===== config.mk =====
export PLATFORM = sky130hd
export DESIGN_NAME = sds_out_fifo
export DESIGN_NICKNAME = d
export VERILOG_FILES = /design/src/design/sds_pkg.sv /design/src/design/sds_out_fifo.sv
export SDC_FILE = /design/constraint.sdc
export NUM_CORES = 1
export LEC_CHECK = 0
export BUFFER_PORTS_ARGS = -buffer_cell sky130_fd_sc_hd__buf_2
export CAP_MARGIN = 10
export CORE_ASPECT_RATIO = 0.7
export CORE_UTILIZATION = 25
export DETAILED_ROUTE_END_ITERATION = 7
export SYNTH_ARGS = -nofsm -noshare
export SYNTH_HDL_FRONTEND = slang
export SYNTH_SLANG_ARGS = --single-unit

===== constraint.sdc =====
create_clock -name clk_i -period 2.4 [get_ports clk_i]
set_input_delay 0.24 -clock clk_i [delete_from_list [all_inputs] [get_ports clk_i]]
set_output_delay 0.24 -clock clk_i [all_outputs]
set_load 0.01 [all_outputs]

===== src/design/sds_pkg.sv =====
package sds_pkg;

  localparam int SCENT_W   = 15;
  localparam int GEOM_W    = 12;   // holds widths and row positions up to 1024 + flush rows
  localparam int ROW_W     = 11;
  localparam int RW_W      = 8;
  localparam int RC_W      = 11;
  localparam int GAIN_W    = 8;
  localparam int THR_W     = 15;
  localparam int CFG_W     = 15;
  localparam int CFG_IDX_W = 2;

  localparam int MAX_ROW_WIDTH_DEF = 128;
  localparam int SAMPLE_BITS_DEF   = 16;

  localparam int GEOM_MIN  = 3;
  localparam int ROWS_MAX  = 1024;
  localparam int SCENT_MAX = 32767;

  localparam logic [RW_W-1:0]   ROW_WIDTH_RST = RW_W'(100);
  localparam logic [RC_W-1:0]   ROW_COUNT_RST = RC_W'(100);
  localparam logic [GAIN_W-1:0] GAIN_RST      = GAIN_W'(51);
  localparam logic [THR_W-1:0]  THR_RST       = '0;

  localparam int OUT_DEPTH = 8;
  localparam int OUT_PTR_W = $clog2(OUT_DEPTH);
  localparam int OUT_CNT_W = $clog2(OUT_DEPTH + 1);

  typedef enum logic [CFG_IDX_W-1:0] {
    CFG_ROW_WIDTH = 2'd0,
    CFG_ROW_COUNT = 2'd1,
    CFG_GAIN      = 2'd2,
    CFG_THRESHOLD = 2'd3
  } sds_cfg_e;

  // per-item control, decided at the input transfer
  typedef struct packed {
    logic emit;    // item produces a result
    logic last;    // result closes the frame, no window shift
    logic wr;      // shift window and write line memories
    logic top;     // row above the center lies inside the map
    logic bot;     // row below the center lies inside the map
    logic c0_en;   // leftmost candidate column in use
    logic c2_en;   // incoming column in use
  } sds_ctl_t;

  typedef logic [2:0][SCENT_W-1:0] sds_col3_t;

  typedef struct packed {
    logic [SCENT_W-1:0] scent;
    logic               last;
  } sds_res_t;

  function automatic logic [SCENT_W-1:0] smax(input logic [SCENT_W-1:0] a,
                                               input logic [SCENT_W-1:0] b);
    return (a > b) ? a : b;
  endfunction

endpackage


===== src/design/sds_out_fifo.sv =====
module sds_out_fifo (
  input  logic                           clk_i,
  input  logic                           rst_ni,
  input  logic                           push_i,
  input  sds_pkg::sds_res_t              data_i,
  input  logic                           pop_i,
  output logic                           valid_o,
  output sds_pkg::sds_res_t              data_o,
  output logic [sds_pkg::OUT_CNT_W-1:0]  cnt_o
);

  sds_pkg::sds_res_t                 buf_q [sds_pkg::OUT_DEPTH];
  logic [sds_pkg::OUT_PTR_W-1:0]     wptr_q, rptr_q;
  logic [sds_pkg::OUT_CNT_W-1:0]     cnt_q;
  logic                              do_pop;

  assign do_pop = pop_i & (cnt_q != '0);

  always_ff @(posedge clk_i or negedge rst_ni) begin
    if (!rst_ni) begin
      wptr_q <= '0;
      rptr_q <= '0;
      cnt_q  <= '0;
    end else begin
      if (push_i) begin
        wptr_q <= wptr_q + 1'b1;
      end
      if (do_pop) begin
        rptr_q <= rptr_q + 1'b1;
      end
      cnt_q <= cnt_q + sds_pkg::OUT_CNT_W'(push_i) - sds_pkg::OUT_CNT_W'(do_pop);
    end
  end

  always_ff @(posedge clk_i) begin
    if (push_i) begin
      buf_q[wptr_q] <= data_i;
    end
  end

  assign valid_o = (cnt_q != '0);
  assign data_o  = buf_q[rptr_q];
  assign cnt_o   = cnt_q;

endmodule


==> results of run 1 <==
worst paths after layout:
check / end / cells past startpoint
min in group asynchronous: cnt_o[3] / 2
hold / removal: buf_q[6][2] / 1
hold reg to reg: wptr_q[1] / 1
max in group asynchronous: rptr_q[0] / 2
setup reg to reg: cnt_o[1] / 11
setup / recovery: data_o[5] / 4
worst max-delay path, stage by stage, from the launching register on:
cell,delay [ns]
dfrtp_2,0.39
buf_6,0.24
mux4_1,0.59
mux2_2,0.30
buf_2,0.14
area by class of cell:
cell class                      instances  area share
Timing Repair Buffer                   63      0.0575
Inverter                                9     0.00502
Antenna cell                            1    0.000372
Sequential cell                       138       0.609
Multi-Input combinational cell         83       0.195
Clock inverter                         14      0.0186
Clock buffer                           18      0.0638
Tap cell                              276      0.0513
metrics by stage:
| stage | utilization | total power, mW | std cells | setup WS (ns) |
|---|---|---|---|---|
| 2_1_floorplan | - | 4.87 | 240 | 0.00819 |
| 3_3_place_gp | 0.290 | 5.65 | 568 | 0.120 |
| 3_5_place_dp | 0.290 | 5.76 | 568 | -0.0139 |
| 4_1_cts | 0.318 | 8.21 | 601 | 0.0403 |
| 5_1_grt | 0.319 | 8.57 | 601 | 0.00259 |
| 6_report | 0.319 | 8.13 | 602 | 0.0938 |
registers in the layout, summed over array words and instances (netlist names):
name,flops
buf_q,128
cnt_o,4
rptr_q,3
wptr_q,3
cell usage after synthesis, drive strengths merged:
| master | number |
|---|---|
| edfxtp | 128 |
| mux4 | 32 |
| mux2 | 18 |
| dfrtp | 10 |
| inv | 9 |
| ha | 7 |
| clkbuf | 6 |
| nor2 | 6 |
| buf | 4 |
| nand2 | 4 |
| xnor2 | 4 |
| nand2b | 3 |
| nor3 | 2 |
| xor2 | 2 |
| a21o | 1 |
| a21oi | 1 |
| fa | 1 |
| nand3 | 1 |
| or3b | 1 |
routing by layer:
layer	up-vias	wire length [um]	share of wire
met5	-	0	0
li1	1148	-	-
met3	11	429	0.041
met2	47	5260	0.51
met1	1341	4630	0.44
met4	0	89	0.0086
cell families (layout without fill, tap and decap cells):
| logic type | Yosys count | after routing | share of synthesized area |
|---|---|---|---|
| xor+xnor | 6 | 6 | 0.00962 |
| buf+inv | 19 | 104 | 0.0185 |
| fa+ha+maj | 8 | 8 | 0.0197 |
| compound gates | 2 | 2 | 0.00229 |
| mux | 50 | 50 | 0.186 |
| other cells | 0 | 1 | 0 |
| simple gates | 17 | 17 | 0.0147 |
| flops | 138 | 138 | 0.749 |
timing repair:
item,in CTS,in global routing
pin swaps,0,1
endpoints found under the setup margin,6,5
hold buffers,1,0
hold endpoints to repair,10,0
setup buffers,0,0
resized for setup,4,6
power by group through the flow:
stage | combinational (mW) | sequential [mW] | clock (mW)
after CTS | 2.54 | 3.20 | 2.47
after floorplan | 1.65 | 3.23 | 0
after global routing | 2.75 | 3.24 | 2.58
after detailed placement | 2.51 | 3.25 | 0
final | 2.50 | 3.20 | 2.42
after global placement | 2.44 | 3.22 | 0
cell usage in the layout (no fill, tap or decap):
master           n
buf_8            1
nor3_2           2
inv_8            3
mux2_2          18
buf_4           20
ha_1             5
mux4_1          25
clkinvlp_4       4
clkbuf_16       17
nor2_1           6
or3b_4           1
ha_4             2
dfrtp_2          1
inv_1            7
buf_2           40
dfrtp_1          9
buf_6            1
nand2_1          3
a21o_1           1
inv_6            5
clkinv_4         2
a21oi_1          1
dlygate4sd3_1    1
nand2_2          1
xnor2_1          4
nand3_1          1
edfxtp_1       128
mux4_2           7
diode_2          1
inv_2            2
clkbuf_1         1
fa_1             1
nand2b_1         3
xor2_1           2
==> flow_summary_export.csv, run 1 <==
group,metric,value,unit
pwr,leakagePower,2.36,nW
finish,seqCellArea,4100,sq um
clocking,cts_tree,"done",
global_routing,grt_pass1_wl,15900,um
clocking,cts_buffer_depth,2,
synth,synth_top_cell_area_share,0.703,
clocking,cts.htree.levels,4,
synth,ys_seq_area_frac,0.749,
clocking,cts_buffers,17,
timing,slew-limit-headroom,0.803,
routing,drt_iter0_drc,156,
pwr,p_int,5.67,mW
setup_path,cp.required,2.16,ns
setup_path,crit_path_max_fanout,16,
finish,drive_gt1_frac,0.391,
pwr,ir_drop,0.633,mV
routing,via_per_inst,4.23,
finish,area_growth,23.1,%
global_routing,grtUsageMet3,0.0284,
setup_path,critPathLaunchType,"flip-flop",
die,ios,41,
timing,period_share,0.961,
timing,fin_skew,0.0146,ns
synth,synth.distinct_cells,20,
timing,hold_ws,0.0949,ns
finish,multi_input_area,1310,sq um
finish,fillers,2015,
synth,synth-seq-cells,138,
pwr,seqPwrFrac,0.394,
global_routing,grtUsageMet2,0.162,
die,die_x,179,um
placed_design,dp_hpwl,6580,um
pwr,comb_power_share,0.308,
pwr,power_switching,2.46,mW
die,core_area,21100,sq um
timing,setup_tns,0,ns
clocking,clock_latency,0.42,ns
setup_path,r2r-start,"cnt_o[2]",
timing,fmax,0.434,GHz
global_routing,grt_max_degree,19,
min_path,hold_path.class,"input port to flip-flop",
global_routing,grt_antenna_before_repair,1,
routing,vias,2547,
synth,yosysTopAreaCell,"edfxtp_1",
routing,dr.pass1.iters,4,
die,die-area,22500,sq um
timing,rsz0062_at_grt,"false",
timing,slew_violations,0,
synth,synth_nets,268,
clocking,clkSinkCount,138,
pwr,pwr-share-clk,0.298,
global_routing,grt_pass1_vias,2697,
die,num_rows,44,
placed_design,post_dp_cell_area,6120,sq um
die,start_util,0.259,
setup_path,worst_setup_path_end_kind,"output pin",
routing,drc,0,
clocking,cts_root_buf,"clkbuf_16",
timing,tightest_slew,0.296,ns
placed_design,io_buffer_count,40,
flow_run,max-cap-violations,0,
synth,ys_warn_count,0,
timing,setup_viol,0,
pwr,swShare,0.302,
timing,hold_violations,0,
synth,syn_area_per_cell,22.8,sq um
pwr,powerDensity,1210,nW/um^2
setup_path,critPathArrivalTime,2.07,ns
setup_path,path_class,"flip-flop to output pin",
routing,wire_per_inst,17.3,um
routing,wirelength,10400,um
run_status,status,"finished, final reports clean",
min_path,hold_path_startpoint,"data_i[2]",
global_routing,grt_use_met1,0.125,
routing,drtAntennaViolNets,0,
synth,netlist_instances,240,
global_routing,overflow,0,
placed_design,finalWeightedCongestion,0.707,
setup_path,cp-startpoint,"rptr_q[0]",
synth,synth_area,5470,sq um
finish,final_area,6730,sq um
die,die_h,126,um
setup_path,reg2reg_slack,0.16,ns
timing,fin_crit,2.31,ns
synth,yosys-top-cells-area,"edfxtp_1 (70%), mux4_1 (12%), dfrtp_1 (4.6%)",
global_routing,top_usage_layer,"met2",
global_routing,grt_use_total,0.0991,
clocking,clk_pin_slew,0.07,ns
finish,final_nets,340,
(Power assumes the default switching activity.)
==> run 2, diff against run 1 <==
- ABC_AREA: not set -> 1
- CORE_MARGIN: not set -> 10
- CTS_BUF_LIST: not set -> sky130_fd_sc_hd__clkbuf_8
==> run 2 against run 1 <==
  * Via count is 54% higher
  * Worst setup slack better by 0.12 ns
  * Combinational power is 21% higher
  * Critical path type unchanged
==> flow_summary_export.csv, run 2 <==
group,metric,value,unit
placed_design,dp_slack,0.278,ns
routing,dr.pass1.iters,5,
finish,largest_reg_flops,128,
clocking,clk_pin_slew,0.08,ns
die,die_x,208,um
run_status,status,"finished, final reports clean",
routing,via_per_inst,3.89,
synth,yosys_most_used_dff,"edfxtp_1",
synth,synth-seq-cells,138,
die,die_h,152,um
clocking,clock_latency,0.45,ns
finish,layout_commonest_cell,"nand2_1",
synth,yosys-top-cells-area,"edfxtp_1 (62%), nand2_1 (13%), inv_1 (8.7%)",
placed_design,dp.cells,979,
clocking,cts.htree.levels,4,
setup_path,slowest_delay,0.49,ns
die,die-area,31600,sq um
finish,mostFrequentLayoutCells,"nand2_1 (221), inv_1 (143), edfxtp_1 (128)",
clocking,cts_setup_buffers,0,
setup_path,crit_path_max_fanout,51,
clocking,cts_root_buf,"clkbuf_8",
finish,largest-register,"buf_q",
synth,synth_top_cell_area_share,0.620,
global_routing,grt_max_degree,52,
routing,drt_iter0_drc,322,
setup_path,critPathLaunchType,"flip-flop",
synth,ys_seq_area_frac,0.660,
finish,fillers,2561,
clocking,cts_tree,"done",
flow_run,max-cap-violations,0,
finish,drive_gt1_frac,0.148,
timing,tightest_slew,0.804,ns
die,ios,41,
setup_path,path_buf_inv,2,
routing,wire_per_inst,13.7,um
setup_path,cp_slowest_cell,"buf_4",
routing,drtAntennaViolNets,0,
finish,area_growth,15.6,%
synth,yosysTopAreaCell,"edfxtp_1",
finish,seqCellArea,4100,sq um
timing,hold_violations,0,
die,num_rows,48,
timing,setup_slack,0.212,ns
global_routing,grt_antenna_before_repair,1,
synth,synth_nets,648,
synth,syn_area_per_cell,10.0,sq um
die,core_area,24500,sq um
clocking,cts_hold_buf,1,
clocking,cts_buffer_depth,2,
timing,rsz0062_at_grt,"false",
timing,fmax,0.457,GHz
pwr,ir_drop,0.376,mV
synth,synthTopCellsByCount,"nand2_1 (221), inv_1 (143), edfxtp_1 (128)",
min_path,hold_path.class,"input port to flip-flop",
timing,period_share,0.912,
timing,hold_ws,0.0666,ns
finish,instances_no_fill,1012,
clocking,cts_buffers,17,
pwr,power.total,7.83,mW
synth,synth.distinct_cells,18,
pwr,powerDensity,1090,nW/um^2
placed_design,dp_hpwl,8590,um
synth,synthArstFlopShare,0.0725,
finish,multi_input_area,1390,sq um
clocking,clkSinkCount,138,
setup_path,path_cells,"buf_4, nand2_1, nand3_1, nand2_1, nand2_1, nand2_1, buf_2",
finish,antenna_cells,0,
timing,slew_violations,0,
setup_path,cpMostUsedCell,"nand2_1",
setup_path,worst_setup_path_end_kind,"output pin",
setup_path,path_class,"flip-flop to output pin",
synth,ys_warn_count,0,
routing,wirelength,13900,um
synth,synth-edff-count,128,
setup_path,critPathArrivalTime,1.95,ns
timing,setup_viol,0,
pwr,leakagePower,3.30,nW
global_routing,overflow,0,
die,start_util,0.253,
global_routing,grt_use_total,0.0900,
timing,slew-limit-headroom,0.463,
synth,netlist_instances,620,
finish,final_nets,702,
timing,setup_tns,0,ns
placed_design,finalWeightedCongestion,0.742,
timing,fin_skew,0.00958,ns
clocking,cts_resized,0,
setup_path,cp.required,2.16,ns
synth,synth_most_common_cell,"nand2_1",
routing,drc,0,
synth,synth_area,6200,sq um
global_routing,grt_pass1_vias,3836,
routing,vias,3932,
setup_path,cp_top_family,"buffers and inverters",
timing,fin_crit,2.19,ns
global_routing,grt_pass1_wl,21700,um
placed_design,io_buffer_count,40,
run 2: area by class of cell:
class                      instances  share of cell area
sequential                       138               0.571
multi-input combinational        313               0.194
inverter                         145              0.0759
tap                              325              0.0567
timing repair buffer              59              0.0517
clock buffer                      17              0.0326
clock inverter                    15              0.0182
run 2: metal layers:
metal	part of all wire	vias up	global-route usage	wire length (um)
met1	0.49	1834	0.115	6740
met5	0.00094	-	0	13
li1	-	2024	-	-
met2	0.46	55	0.145	6330
met4	0.014	2	0.0379	189
met3	0.043	17	0.0217	593
run 2: cell families after synthesis:
logic type	synth area share
adder cells (fa/ha/maj)	0.0174
AO/OA/AOI/OAI	0.00323
flip-flops	0.660
AND/OR/NAND/NOR	0.193
XOR/XNOR	0.00707
buffers and inverters	0.119
run 2: path summary, 6_finish.rpt:
path | startpoint | to | slack, ns | cells past startpoint
worst min register to register | wptr_q[0] | wptr_q[0] | 0.55 | 2
worst min-delay path | data_i[15] | buf_q[3][15] | 0.07 | 1
worst max register to register | cnt_o[2] | cnt_o[1] | 0.29 | 11
min in group asynchronous | rst_ni | cnt_o[2] | 0.18 | 2
worst max-delay path | rptr_q[0] | data_o[10] | 0.21 | 7
max in group asynchronous | rst_ni | rptr_q[0] | 2.01 | 2
run 2: stage by stage:
| stage | cell area, sq um | util |
|---|---|---|
| 2_1_floorplan | 6200 | - |
| 3_5_place_dp | 6790 | 0.277 |
| 4_1_cts | 7170 | 0.293 |
| 3_3_place_gp | 6790 | 0.277 |
| 6_report | 7170 | 0.293 |
| 5_1_grt | 7170 | 0.293 |
run 2: power by group:
part | switching [mW] | internal (mW) | leakage [nW]
clock network | 1.01 | 0.752 | 0.183
logic | 2.05 | 0.975 | 1.84
registers | 0.0997 | 2.95 | 1.28
total | 3.15 | 4.68 | 3.30
==> run 3, diff against run 2 <==
--- a/config.mk
+++ b/config.mk
@@ -15,2 +15,3 @@
 export DETAILED_ROUTE_END_ITERATION = 7
+export RECOVER_POWER = 25
 export SYNTH_ARGS = -nofsm -noshare
==> constraint.sdc (replaced) <==
create_clock -name clk_i -period 2.4 [get_ports clk_i]
set_input_delay 0.48 -clock clk_i [delete_from_list [all_inputs] [get_ports clk_i]]
set_output_delay 0.48 -clock clk_i [all_outputs]
set_load 0.01 [all_outputs]
==> run 3 against run 2 <==
  * First-iteration DRC count shrank 30%
  * Final cell count grew 0.49%
  * Clock power about the same
  * Largest power group is now combinational cells
  * Total power is 2.1% higher
  * Die area unchanged
==> flow_summary_export.csv, run 3 (same netlist as run 2, synthesis figures left out) <==
group,metric,value,unit
global_routing,grt_use_total,0.0910,
finish,largest_reg_flops,128,
setup_path,critPathArrivalTime,1.74,ns
timing,hold_violations,0,
timing,setup_viol,0,
min_path,hold_path.class,"input port to flip-flop",
routing,wire_per_inst,13.5,um
placed_design,finalWeightedCongestion,0.760,
setup_path,worst_setup_path_end_kind,"output pin",
routing,via_per_inst,3.86,
pwr,power.total,7.99,mW
die,ios,41,
routing,wirelength,13700,um
global_routing,overflow,0,
routing,dr.pass1.iters,4,
run_status,status,"finished, final reports clean",
global_routing,grt_pass1_wl,22300,um
setup_path,path_cells,"inv_8, buf_12, nand2_1, nand3_1, nand2_1, nand2_1, nand2_1, buf_2",
clocking,cts.htree.levels,4,
timing,period_share,0.926,
setup_path,crit_path_max_fanout,32,
pwr,ir_drop,0.472,mV
clocking,clk_pin_slew,0.09,ns
finish,drive_gt1_frac,0.136,
timing,fmax,0.450,GHz
setup_path,cp.required,1.92,ns
clocking,cts_buffer_depth,2,
timing,setup_tns,0,ns
setup_path,slowest_delay,0.50,ns
global_routing,grt_pass1_vias,4024,
clocking,cts_buffers,17,
routing,drtAntennaViolNets,0,
timing,fin_crit,2.22,ns
clocking,cts_root_buf,"clkbuf_8",
finish,mostFrequentLayoutCells,"nand2_1 (221), inv_1 (143), edfxtp_1 (128)",
clocking,clock_latency,0.44,ns
timing,slew_violations,0,
routing,drc,0,
placed_design,io_buffer_count,40,
placed_design,dp_hpwl,8490,um
timing,slew-limit-headroom,0.732,
global_routing,grt_max_degree,66,
finish,layout_commonest_cell,"nand2_1",
pwr,powerDensity,1100,nW/um^2
routing,drt_iter0_drc,226,
timing,tightest_slew,0.403,ns
clocking,clkSinkCount,138,
global_routing,grt_antenna_before_repair,1,
setup_path,cp_slowest_cell,"dfrtp_2",
flow_run,max-cap-violations,0,
die,die_x,208,um
placed_design,post_dp_cell_area,6850,sq um
finish,final_area,7260,sq um
die,core_area,24500,sq um
routing,vias,3926,
finish,final_nets,707,
die,start_util,0.253,
finish,antenna_cells,0,
setup_path,critPathLaunchType,"flip-flop",
timing,rsz0062_at_grt,"false",
setup_path,cpMostUsedCell,"nand2_1",
finish,area_growth,17.1,%
finish,largest-register,"buf_q",
pwr,leakagePower,3.32,nW
timing,fin_skew,0.0113,ns
die,die-area,31600,sq um
die,num_rows,48,
die,die_h,152,um
setup_path,path_class,"flip-flop to output pin",
clocking,cts_tree,"done",
[run 3: cell types whose count changed in the layout (fill, tap and decap cells not counted), sizes merged]
cell / change
buf: -9
clkbuf: +14
[run 3: per-stage QoR]
stage                     setup WS (ns)  hold WS, ns  std cells  utilization
final                             0.178        0.335       1017        0.296
after global routing             0.0320        0.338       1017        0.296
after CTS                        0.0838        0.297       1014        0.295
after detailed placement          0.328        0.362        981        0.279
after global placement            0.381        0.362        981        0.279
after floorplan                   0.327        0.184        620            -
[run 3: routing by layer]
layer,up-vias,track usage,wire length [um]
met3,18,0.0201,561
met1,1805,0.117,6860
met2,65,0.146,6050
met5,-,0,20
li1,2036,-,-
met4,2,0.0397,214
[run 3: worst paths after layout]
kind / to / slack [ns] / startpoint / cells after the start
max: data_o[13] / 0.18 / rptr_q[0] / 8
min: wptr_q[1] / 0.33 / push_i / 2
max reg2reg: cnt_o[1] / 0.33 / cnt_o[2] / 11
min reg2reg: wptr_q[0] / 0.55 / wptr_q[0] / 2
max in group asynchronous: rptr_q[0] / 1.75 / rst_ni / 2
min in group asynchronous: cnt_o[2] / 0.43 / rst_ni / 2
[run 3: cell type report]
class,instances,area [sq um]
Fill cell,2523,17200
Sequential cell,138,4100
Multi-Input combinational cell,313,1390
Inverter,145,554
Timing Repair Buffer,64,450
Tap cell,325,407
Clock buffer,17,234
Clock inverter,15,130
[run 3: report_power, final]
part	switching, mW	internal [mW]	total (mW)
sequential	0.151	2.95	3.10
combinational	2.03	1.12	3.15
clock	0.991	0.753	1.74
[run 3: repair_timing]
action / in CTS / in global routing
buffers inserted: 0 / 2
hold buffers: 1 / 0
gates cloned: 0 / 1
endpoints found under the hold margin: 10 / 0
endpoints found under the setup margin: 1 / 5
resized for setup: 1 / 5
[run 3: worst max-delay path: cells and delay by family (launching register included)]
family / cells / cell delay [ns]
AND/OR/NAND/NOR: 5 / 0.35
buffers and inverters: 3 / 0.44
flip-flops: 1 / 0.50
